$ cat src/hdl/brlc_pkg.sv
// Package: types, codes and helpers of the bit-reservoir level checker.
`timescale 1ns / 1ps

package brlc_pkg;

    // Field widths
    localparam int OP_W       = 2;
    localparam int MDB_W      = 9;
    localparam int FLEN_W     = 11;
    localparam int P23_W      = 14;
    localparam int CREDIT_W   = 11;
    localparam int LOAD_W     = 12;
    localparam int LEVEL_W    = 12;
    localparam int SIDE_W     = 6;
    localparam int CAP_W      = 9;
    localparam int OVH_W      = 7;
    localparam int SUM_W      = 15;

    // Stream and configuration port widths
    localparam int S_TDATA_W  = 64;
    localparam int S_TUSER_W  = 2;
    localparam int M_TDATA_W  = 16;
    localparam int M_TUSER_W  = 1;
    localparam int CFG_IDX_W  = 1;
    localparam int CFG_DATA_W = 9;

    // Fixed frame header size in bytes
    localparam logic [OVH_W-1:0] HEADER_BYTES = 7'd4;

    // Register reset values
    localparam logic [SIDE_W-1:0] SIDE_INFO_RESET = 6'd17;
    localparam logic [CAP_W-1:0]  RES_CAP_RESET   = 9'd511;

    // Register indexes
    localparam logic [CFG_IDX_W-1:0] CFG_SIDE_INFO = 1'b0;
    localparam logic [CFG_IDX_W-1:0] CFG_RES_CAP   = 1'b1;

    typedef enum logic [OP_W-1:0] {
        OP_HEAD_CREDIT = 2'd0,
        OP_FRAME       = 2'd1,
        OP_TAIL_CREDIT = 2'd2,
        OP_LOAD        = 2'd3
    } op_t;

    typedef struct packed {
        op_t                 op;
        logic [MDB_W-1:0]    main_data_begin;
        logic [FLEN_W-1:0]   frame_bytes;
        logic [P23_W-1:0]    part23_bits;
        logic [CREDIT_W-1:0] credit_bytes;
        logic                tail_partial;
        logic [LOAD_W-1:0]   load_value;
    } brlc_item_t;

    typedef struct packed {
        logic [SIDE_W-1:0] side_info_bytes;
        logic [CAP_W-1:0]  reservoir_cap_bytes;
    } brlc_cfg_t;

    typedef struct packed {
        logic               ok;
        logic [LEVEL_W-1:0] level_bits;
    } brlc_result_t;

    // Clamp a widened level at the cap in bits
    function automatic logic [LEVEL_W-1:0] clamp_cap(input logic [SUM_W-1:0] v,
                                                     input logic [LEVEL_W-1:0] cap_bits);
        logic [LEVEL_W-1:0] r;
        if (v > {3'b000, cap_bits})
            r = cap_bits;
        else
            r = v[LEVEL_W-1:0];
        return r;
    endfunction

endpackage

$ cat src/hdl/brlc_step.sv
// Next-level and check logic for one item against the current reservoir level.
`timescale 1ns / 1ps

module brlc_step
    import brlc_pkg::*;
(
    input  brlc_item_t         item,
    input  brlc_cfg_t          cfg,
    input  logic [LEVEL_W-1:0] level,
    output brlc_result_t       res
);

    logic [OVH_W-1:0]    overhead;
    logic [LEVEL_W-1:0]  cap_bits;
    logic [SUM_W-1:0]    head_sum;
    logic                ptr_fail;
    logic                has_payload;
    logic [FLEN_W-1:0]   payload_bytes;
    logic [P23_W-1:0]    produced;
    logic [SUM_W-1:0]    avail;
    logic                short_fail;
    logic [SUM_W-1:0]    frame_left;
    logic                tail_ok;
    logic [CREDIT_W-1:0] tail_bytes;
    logic [SUM_W-1:0]    tail_sum;

    // Shared terms
    assign overhead = {1'b0, cfg.side_info_bytes} + HEADER_BYTES;
    assign cap_bits = {cfg.reservoir_cap_bytes, 3'b000};

    // Head credit sum
    assign head_sum = {3'b000, level} + {1'b0, item.credit_bytes, 3'b000};

    // Frame: back-pointer check, payload and bits left
    assign ptr_fail      = item.main_data_begin > level[LEVEL_W-1:3];
    assign has_payload   = item.frame_bytes > {4'b0000, overhead};
    assign payload_bytes = item.frame_bytes - {4'b0000, overhead};
    assign produced      = has_payload ? {payload_bytes, 3'b000} : '0;
    assign avail         = {3'b000, item.main_data_begin, 3'b000} + {1'b0, produced};
    assign short_fail    = {1'b0, item.part23_bits} > avail;
    assign frame_left    = avail - {1'b0, item.part23_bits};

    // Tail credit of a partial frame
    assign tail_ok    = item.tail_partial && (item.credit_bytes > {4'b0000, overhead});
    assign tail_bytes = item.credit_bytes - {4'b0000, overhead};
    assign tail_sum   = {3'b000, level} + {1'b0, tail_bytes, 3'b000};

    // Select by item kind
    always_comb
    begin
        res.ok         = 1'b1;
        res.level_bits = level;
        unique case (item.op)
            OP_HEAD_CREDIT:
            begin
                if (item.credit_bytes != '0)
                    res.level_bits = clamp_cap(head_sum, cap_bits);
            end
            OP_FRAME:
            begin
                if (ptr_fail || short_fail)
                    res.ok = 1'b0;
                else
                    res.level_bits = clamp_cap(frame_left, cap_bits);
            end
            OP_TAIL_CREDIT:
            begin
                if (tail_ok)
                    res.level_bits = clamp_cap(tail_sum, cap_bits);
            end
            OP_LOAD:
            begin
                res.level_bits = item.load_value;
            end
            default:
            begin
                res.level_bits = level;
            end
        endcase
    end

endmodule

$ cat src/hdl/bit_reservoir_level_checker_unit.sv
// Top level of the MP3 Layer III bit-reservoir level checker.
//
//   channel  direction  handshake            payload
//   s_       in         s_tvalid / s_tready  s_tdata item fields, s_tuser op
//   m_       out        m_tvalid / m_tready  m_tdata level_bits, m_tuser ok
//   cfg_     in         cfg_we               cfg_index, cfg_data
//
// One item per cycle while results are taken: the level loop closes on level_reg alone.
// A result passes the input register, then the output register, before it is shown.
// Reset clears the level to zero and loads register defaults (side info 17, cap 511).
// A stalled result holds the output register; the input register still takes one
// more item, then s_tready drops until the result is taken.
`timescale 1ns / 1ps

module bit_reservoir_level_checker_unit
    import brlc_pkg::*;
(
    input  logic                  clk,
    input  logic                  rst_n,
    input  logic                  s_tvalid,
    output logic                  s_tready,
    // [8:0] main_data_begin, [19:9] frame_bytes, [33:20] part23_bits,
    // [44:34] credit_bytes, [45] tail_partial, [57:46] load_value, [63:58] zero
    input  logic [S_TDATA_W-1:0]  s_tdata,
    // [1:0] op
    input  logic [S_TUSER_W-1:0]  s_tuser,
    output logic                  m_tvalid,
    input  logic                  m_tready,
    // [11:0] level_bits, [15:12] zero
    output logic [M_TDATA_W-1:0]  m_tdata,
    // [0] ok
    output logic [M_TUSER_W-1:0]  m_tuser,
    input  logic                  cfg_we,
    input  logic [CFG_IDX_W-1:0]  cfg_index,
    input  logic [CFG_DATA_W-1:0] cfg_data
);

    brlc_item_t         s_item;
    brlc_item_t         in_item_reg;
    logic               in_valid_reg;
    logic               in_advance;
    brlc_cfg_t          cfg_reg;
    logic [LEVEL_W-1:0] level_reg;
    logic [LEVEL_W-1:0] level_next;
    brlc_result_t       step_res;
    brlc_result_t       out_res_reg;
    logic               out_valid_reg;

    // Unpack the incoming transfer
    always_comb
    begin
        s_item.op              = op_t'(s_tuser[1:0]);
        s_item.main_data_begin = s_tdata[8:0];
        s_item.frame_bytes     = s_tdata[19:9];
        s_item.part23_bits     = s_tdata[33:20];
        s_item.credit_bytes    = s_tdata[44:34];
        s_item.tail_partial    = s_tdata[45];
        s_item.load_value      = s_tdata[57:46];
    end

    // Advance the held item when the output register is free or draining
    assign in_advance = in_valid_reg && (!out_valid_reg || m_tready);
    assign s_tready   = !in_valid_reg || in_advance;

    // Input register
    always_ff @(posedge clk or negedge rst_n)
    begin
        if (!rst_n)
            in_valid_reg <= 1'b0;
        else if (s_tready)
            in_valid_reg <= s_tvalid;
    end

    always_ff @(posedge clk)
    begin
        if (s_tvalid && s_tready)
            in_item_reg <= s_item;
    end

    // Configuration registers
    always_ff @(posedge clk or negedge rst_n)
    begin
        if (!rst_n)
        begin
            cfg_reg.side_info_bytes     <= SIDE_INFO_RESET;
            cfg_reg.reservoir_cap_bytes <= RES_CAP_RESET;
        end
        else if (cfg_we)
        begin
            unique case (cfg_index)
                CFG_SIDE_INFO: cfg_reg.side_info_bytes     <= cfg_data[SIDE_W-1:0];
                CFG_RES_CAP:   cfg_reg.reservoir_cap_bytes <= cfg_data[CAP_W-1:0];
                default:       cfg_reg <= cfg_reg;
            endcase
        end
    end

    // Step logic
    brlc_step u_step (
        .item  (in_item_reg),
        .cfg   (cfg_reg),
        .level (level_reg),
        .res   (step_res)
    );

    assign level_next = step_res.level_bits;

    // Level register: update on each item that moves to the output
    always_ff @(posedge clk or negedge rst_n)
    begin
        if (!rst_n)
            level_reg <= '0;
        else if (in_advance)
            level_reg <= level_next;
    end

    // Output register
    always_ff @(posedge clk or negedge rst_n)
    begin
        if (!rst_n)
            out_valid_reg <= 1'b0;
        else if (in_advance)
            out_valid_reg <= 1'b1;
        else if (m_tready)
            out_valid_reg <= 1'b0;
    end

    always_ff @(posedge clk)
    begin
        if (in_advance)
            out_res_reg <= step_res;
    end

    assign m_tvalid = out_valid_reg;
    assign m_tdata  = {{(M_TDATA_W-LEVEL_W){1'b0}}, out_res_reg.level_bits};
    assign m_tuser  = out_res_reg.ok;

endmodule

$ cat config.mk
export PLATFORM = sky130hd
export DESIGN_NAME = bit_reservoir_level_checker_unit
export DESIGN_NICKNAME = d
export VERILOG_FILES = /design/src/hdl/brlc_pkg.sv /design/src/hdl/brlc_step.sv /design/src/hdl/bit_reservoir_level_checker_unit.sv
export SDC_FILE = /design/constraint.sdc
export NUM_CORES = 1
export LEC_CHECK = 0
export BUFFER_PORTS_ARGS = -buffer_cell sky130_fd_sc_hd__buf_2
export CORE_ASPECT_RATIO = 0.8
export CORE_UTILIZATION = 50
export CTS_CLUSTER_SIZE = 16
export DETAILED_ROUTE_END_ITERATION = 10
export MAX_ROUTING_LAYER = met4
export PLACE_DENSITY = 0.77
export SYNTH_ARGS = -nofsm -noshare
export SYNTH_HDL_FRONTEND = slang
export SYNTH_SLANG_ARGS = --single-unit
$ cat constraint.sdc
create_clock -name clk -period 11.57 [get_ports clk]
set_input_delay 0.5785 -clock clk [delete_from_list [all_inputs] [get_ports clk]]
set_output_delay 0.5785 -clock clk [all_outputs]
set_load 0.02 [all_outputs]
# Word level (Yosys, flattened, before mapping)
# Index checks and enable logic that the tools add are counted.
# totals
latch_bits	0
rom_bits	0
input_bits	81
regBits	102
memories	0
ram_bits	0
# classes
div	0
muxes	11
n_reduce_logical	13
eq_ne	3
bitwise	1
shift	0
addsub	7
n_lt_le_gt_ge	7
multipliers	0
# op_table
operator	n
12-bit 2-to-1 mux	6
12-bit one-hot mux with 4 select lines	1
12-bit by 14-bit adder with 15-bit output	3
15-bit by 12-bit > comparator with 1-bit output	3
11-bit by 7-bit > comparator with 1-bit output	2
11-bit by 7-bit subtractor with 11-bit output	2
14-bit by 15-bit > comparator with 1-bit output	1
15-bit by 14-bit subtractor with 15-bit output	1
14-bit 2-to-1 mux	1
11-bit nonzero test	1
9-bit > comparator	1
6-bit by 3-bit adder with 7-bit output (second input constant)	1
2-bit == test (second input constant)	2
2-bit AND reduction	2
1-bit logical AND	3
1-bit logical OR	3
1-bit 2-to-1 mux	3
2-bit by 1-bit == test with 1-bit output (second input constant)	1
1-bit zero test	2
2-bit zero test	1
2-bit nonzero test	1
1-bit NOT	1

# Depth between registers and ports, before layout
# logic_depth
ltp_word	9
depth_mapped	36
depth_no_buf	35

# Modules after synthesis
# Synthesis repeated with hierarchy kept, for this count alone.
# unflattened
hier_cells	783
hier_area_um2	7998.9
# modules_own_cells
module	seq_area_each_um2	cells_per_inst	n_inst	area_each_um2
brlc_step	0.0	638	1	4601.9
bit_reservoir_level_checker_unit	2931.6	145	1	3397.0

# Worst setup path before layout
# No wires, ideal clock.
# synth_path
path_type	register to register
start	register cfg_reg[11] (netlist name)
end	register out_res_reg, in the netlist m_tdata[5] (data pin)
synth_period_minus_slack_ps	6673
path_stages_with_launch	35
path_slack_ps	4897
setup_time_ps	265
n_path_buf	2
t_arrival_ps	6408
cell_sequence	dfrtp_1 ha_1 nand3_1 ha_1 clkbuf_1 nand2b_1 nor4_1 o21bai_1 inv_1 nand2_1 inv_1 ha_1 a21oi_1 nor2_1 o31ai_1 nand2_1 a21oi_1 xnor2_1 ha_1 and3_1 a221oi_1 o21ai_0 nor2_1 xnor2_1 ha_1 nand3_1 a21oi_1 a221oi_1 o221ai_1 nor3_1 mux2i_2 buf_6 o221a_2 o21ai_0 nand3_1
# synth_lines
item	line	text
start: declaration	bit_reservoir_level_checker_unit.sv:42	brlc_cfg_t cfg_reg;
start signal: assignment	bit_reservoir_level_checker_unit.sv:93	default: cfg_reg <= cfg_reg;
end signal: assignment	bit_reservoir_level_checker_unit.sv:131	out_res_reg <= step_res;
end: declaration	bit_reservoir_level_checker_unit.sv:46	brlc_result_t out_res_reg;

==> impl_metrics.ini <==
[clock_network]
insertion_delay_ps = 370
cts_hold_buf = 0
cts_buffers = 9
cts_tree = yes
htreeDepth = 3
clock-root-buffer = clkbuf_16
post-cts-setup-buffers = 0
clkSinkCount = 102
cts.clk_slew.worst_paths_ps = 80
post_cts_resized = 0
cts_buffer_depth = 2

[synth]
syn_area_sq_mm = 0.00810
netlist-cell-type-count = 79
synth_top_family_by_area = compound AO/OA/AOI/OAI gates
synth_adder_area_share = 0.145
async_reset_ff_frac = 0.284
synth_xor_area_frac = 0.0567
synth_compound_area_frac = 0.197
yosys_warnings = 0
synth-simple-area-share = 0.143
synth-main-ff-cell = edfxtp_1
syn_inst = 820
synthMuxAreaShare = 0.0530
synth-edff-count = 73
synth_seq_cells = 102
synth_area_per_cell_sq_um = 9.87
yosysSeqAreaShare = 0.362

[global_routing]
grt_pass1_wl_mm = 32.9
grt_max_degree = 61
grt_pass1_vias = 6280
grt_usage = 0.272
antenna_found_initial = 0
grt_overflow = 0

[place]
pre_cts_slack_ps = 3520
io_buffers = 89
hpwl_mm = 16.1
gp_congestion = 0.943

[final_layout]
areaGrowthSynthToFinish_pct = 11.3
nets = 1075
antenna_cells = 0
n_fill_cell = 1401
largest_reg_flops = 60
drive_gt1_frac = 0.187

[worst_setup_path]
r2r_slack_ps = 3420
rr_endpoint = m_tdata[2]
crit_fanout = 14
crit_path_top_delay_cell = nor4_1
required_ps = 11640
cpPeakStageDelay_ps = 660
critical_path_class = flop to flop
reg2reg_depth = 31
crit_path_end_kind = flop
arrival_ps = 8220
r2r-start = cfg_reg[13]
cp-start-kind = flop

[timing]
tns_ps = 0
timing.fmax_ghz = 0.123
maxSlewHeadroom = 0.369
period_minus_slack_ps = 8150
hold_viol = 0
worst_pin_slew_ps = 945
rsz0062_at_grt = no
fin_skew_ps = 11.8
whs_ps = 253
post-route-period-util = 0.704
setup_viol_count_final = 0
slew_viol_final = 0
finalWorstSetupSlack_ps = 3420

[pwr]
power.share.clock = 0.132
sw_frac_of_total = 0.470
switching_power_mw = 1.08
p_per_area_mw_per_mm2 = 256
seqPwrFrac = 0.232
vdd_drop_max_v = 0.000118
p_comb_frac = 0.636
leakagePower_nw = 3.80
p_int_mw = 1.22

[routing]
drcViolationCount = 0
wirelength_mm = 20.9
drtPass1Iterations = 6
viasPerCell = 6.06
antenna_left = 0
first_iter_violations = 802
routedWlPerCell_um = 18.6
vias = 6803

[floorplanning]
die_area_sq_mm = 0.0167
placeableCoreArea_sq_mm = 0.0158
die_h_um = 116
die-width_um = 144
io-pin-count = 100
rows = 41
initial_utilization = 0.512

[outcome]
status = finished clean

[min_path]
hp-class = input port to asynchronous set/reset pin

[flow_run]
drv_cap = 0
[power by group through the flow]
stage	clock (mW)	combinational (mW)	sequential, mW
detailed placement	0	1.43	0.538
CTS	0.309	1.44	0.531
global placement	0	1.41	0.539
finish	0.304	1.47	0.535
floorplan	0	1.11	0.513
global route	0.320	1.64	0.539
[cells in the mapped netlist (11+ instances only)]
master    number  area share
nand2_1       40       0.019
ha_1          86        0.13
o21ai_0       46       0.028
xnor2_1       29       0.031
dfstp_2       11       0.036
a211oi_1      13       0.012
clkbuf_1      14      0.0065
dfrtp_1       18       0.056
nor2_1        54       0.025
a21o_1        15       0.014
nand3_1       15      0.0093
inv_1         59       0.027
a21oi_1       51       0.032
nor2b_1       14       0.011
nor3_1        23       0.014
mux2_2        32       0.045
edfxtp_1      73        0.27
xor2_1        17       0.018
nand2b_1      19       0.015
nor4_1        15       0.012
[per-layer routing]
metal	share of wire	GRT usage	vias to the layer above
li1	-	-	3260
met2	0.41	0.387	333
met4	0.023	0.0772	0
met3	0.10	0.0554	40
met5	0	-	-
met1	0.47	0.390	3170
[cells by family after synthesis]
logic type                 Yosys count
AOI/OAI and AO/OA                  235
and+or+nand+nor                    222
DFF                                102
adders and majority gates           91
buffers and inverters               82
xor gates and xnor gates            49
muxes                               38
other                                1
[critical path: cells and delay by family, from the launching register on]
| family | cells | cell delay [ps] |
|---|---|---|
| AOI/OAI and AO/OA | 12 | 2840 |
| and+or+nand+nor | 10 | 2090 |
| adders and majority gates | 3 | 930 |
| muxes | 1 | 630 |
| xor gates and xnor gates | 3 | 620 |
| DFF | 1 | 570 |
| buffers and inverters | 2 | 150 |
[worst max-delay path by stage]
| stage | start | to | slack (ps) | cells past startpoint |
|---|---|---|---|---|
| 2_1_floorplan | cfg_reg[11] | m_tdata[5] | 4900 | 34 |
| 3_3_place_gp | cfg_reg[11] | m_tdata[2] | 3520 | 32 |
| 4_1_cts | cfg_reg[11] | m_tdata[2] | 3470 | 32 |
| 5_1_grt | cfg_reg[11] | m_tdata[2] | 2610 | 32 |
| 3_5_place_dp | cfg_reg[11] | m_tdata[2] | 3520 | 32 |
| 6_report | cfg_reg[13] | m_tdata[2] | 3420 | 31 |
[layout make-up]
cell class	instances	area, sq um	area share
flip-flops and latches	102	2930	0.325
multi-input cells	639	4830	0.536
repair buffers	92	468	0.0519
inverters	59	221	0.0246
clock inverters	6	62.6	0.00694
well taps	215	269	0.0298
clock buffers	10	229	0.0254
[through the flow]
step	util	std cells	cell area (sq um)	total power, mW
CTS	0.570	1123	9010	2.28
detailed placement	0.552	1107	8720	1.97
global route	0.570	1123	9010	2.50
global placement	0.552	1107	8720	1.94
floorplan	-	823	8110	1.62
finish	0.570	1123	9010	2.31
[layout by cell type (no fill, tap or decap), drive strengths merged, types with 17 or more instances in the layout]
cell type / n
buf: 92
ha: 86
edfxtp: 73
inv: 63
nor2: 54
a21oi: 52
o21ai: 51
nand2: 40
mux2: 33
xnor2: 31
nor3: 24
nand2b: 19
dfrtp: 18
xor2: 17
No activity file was read; power rests on OpenSTA's default activity.
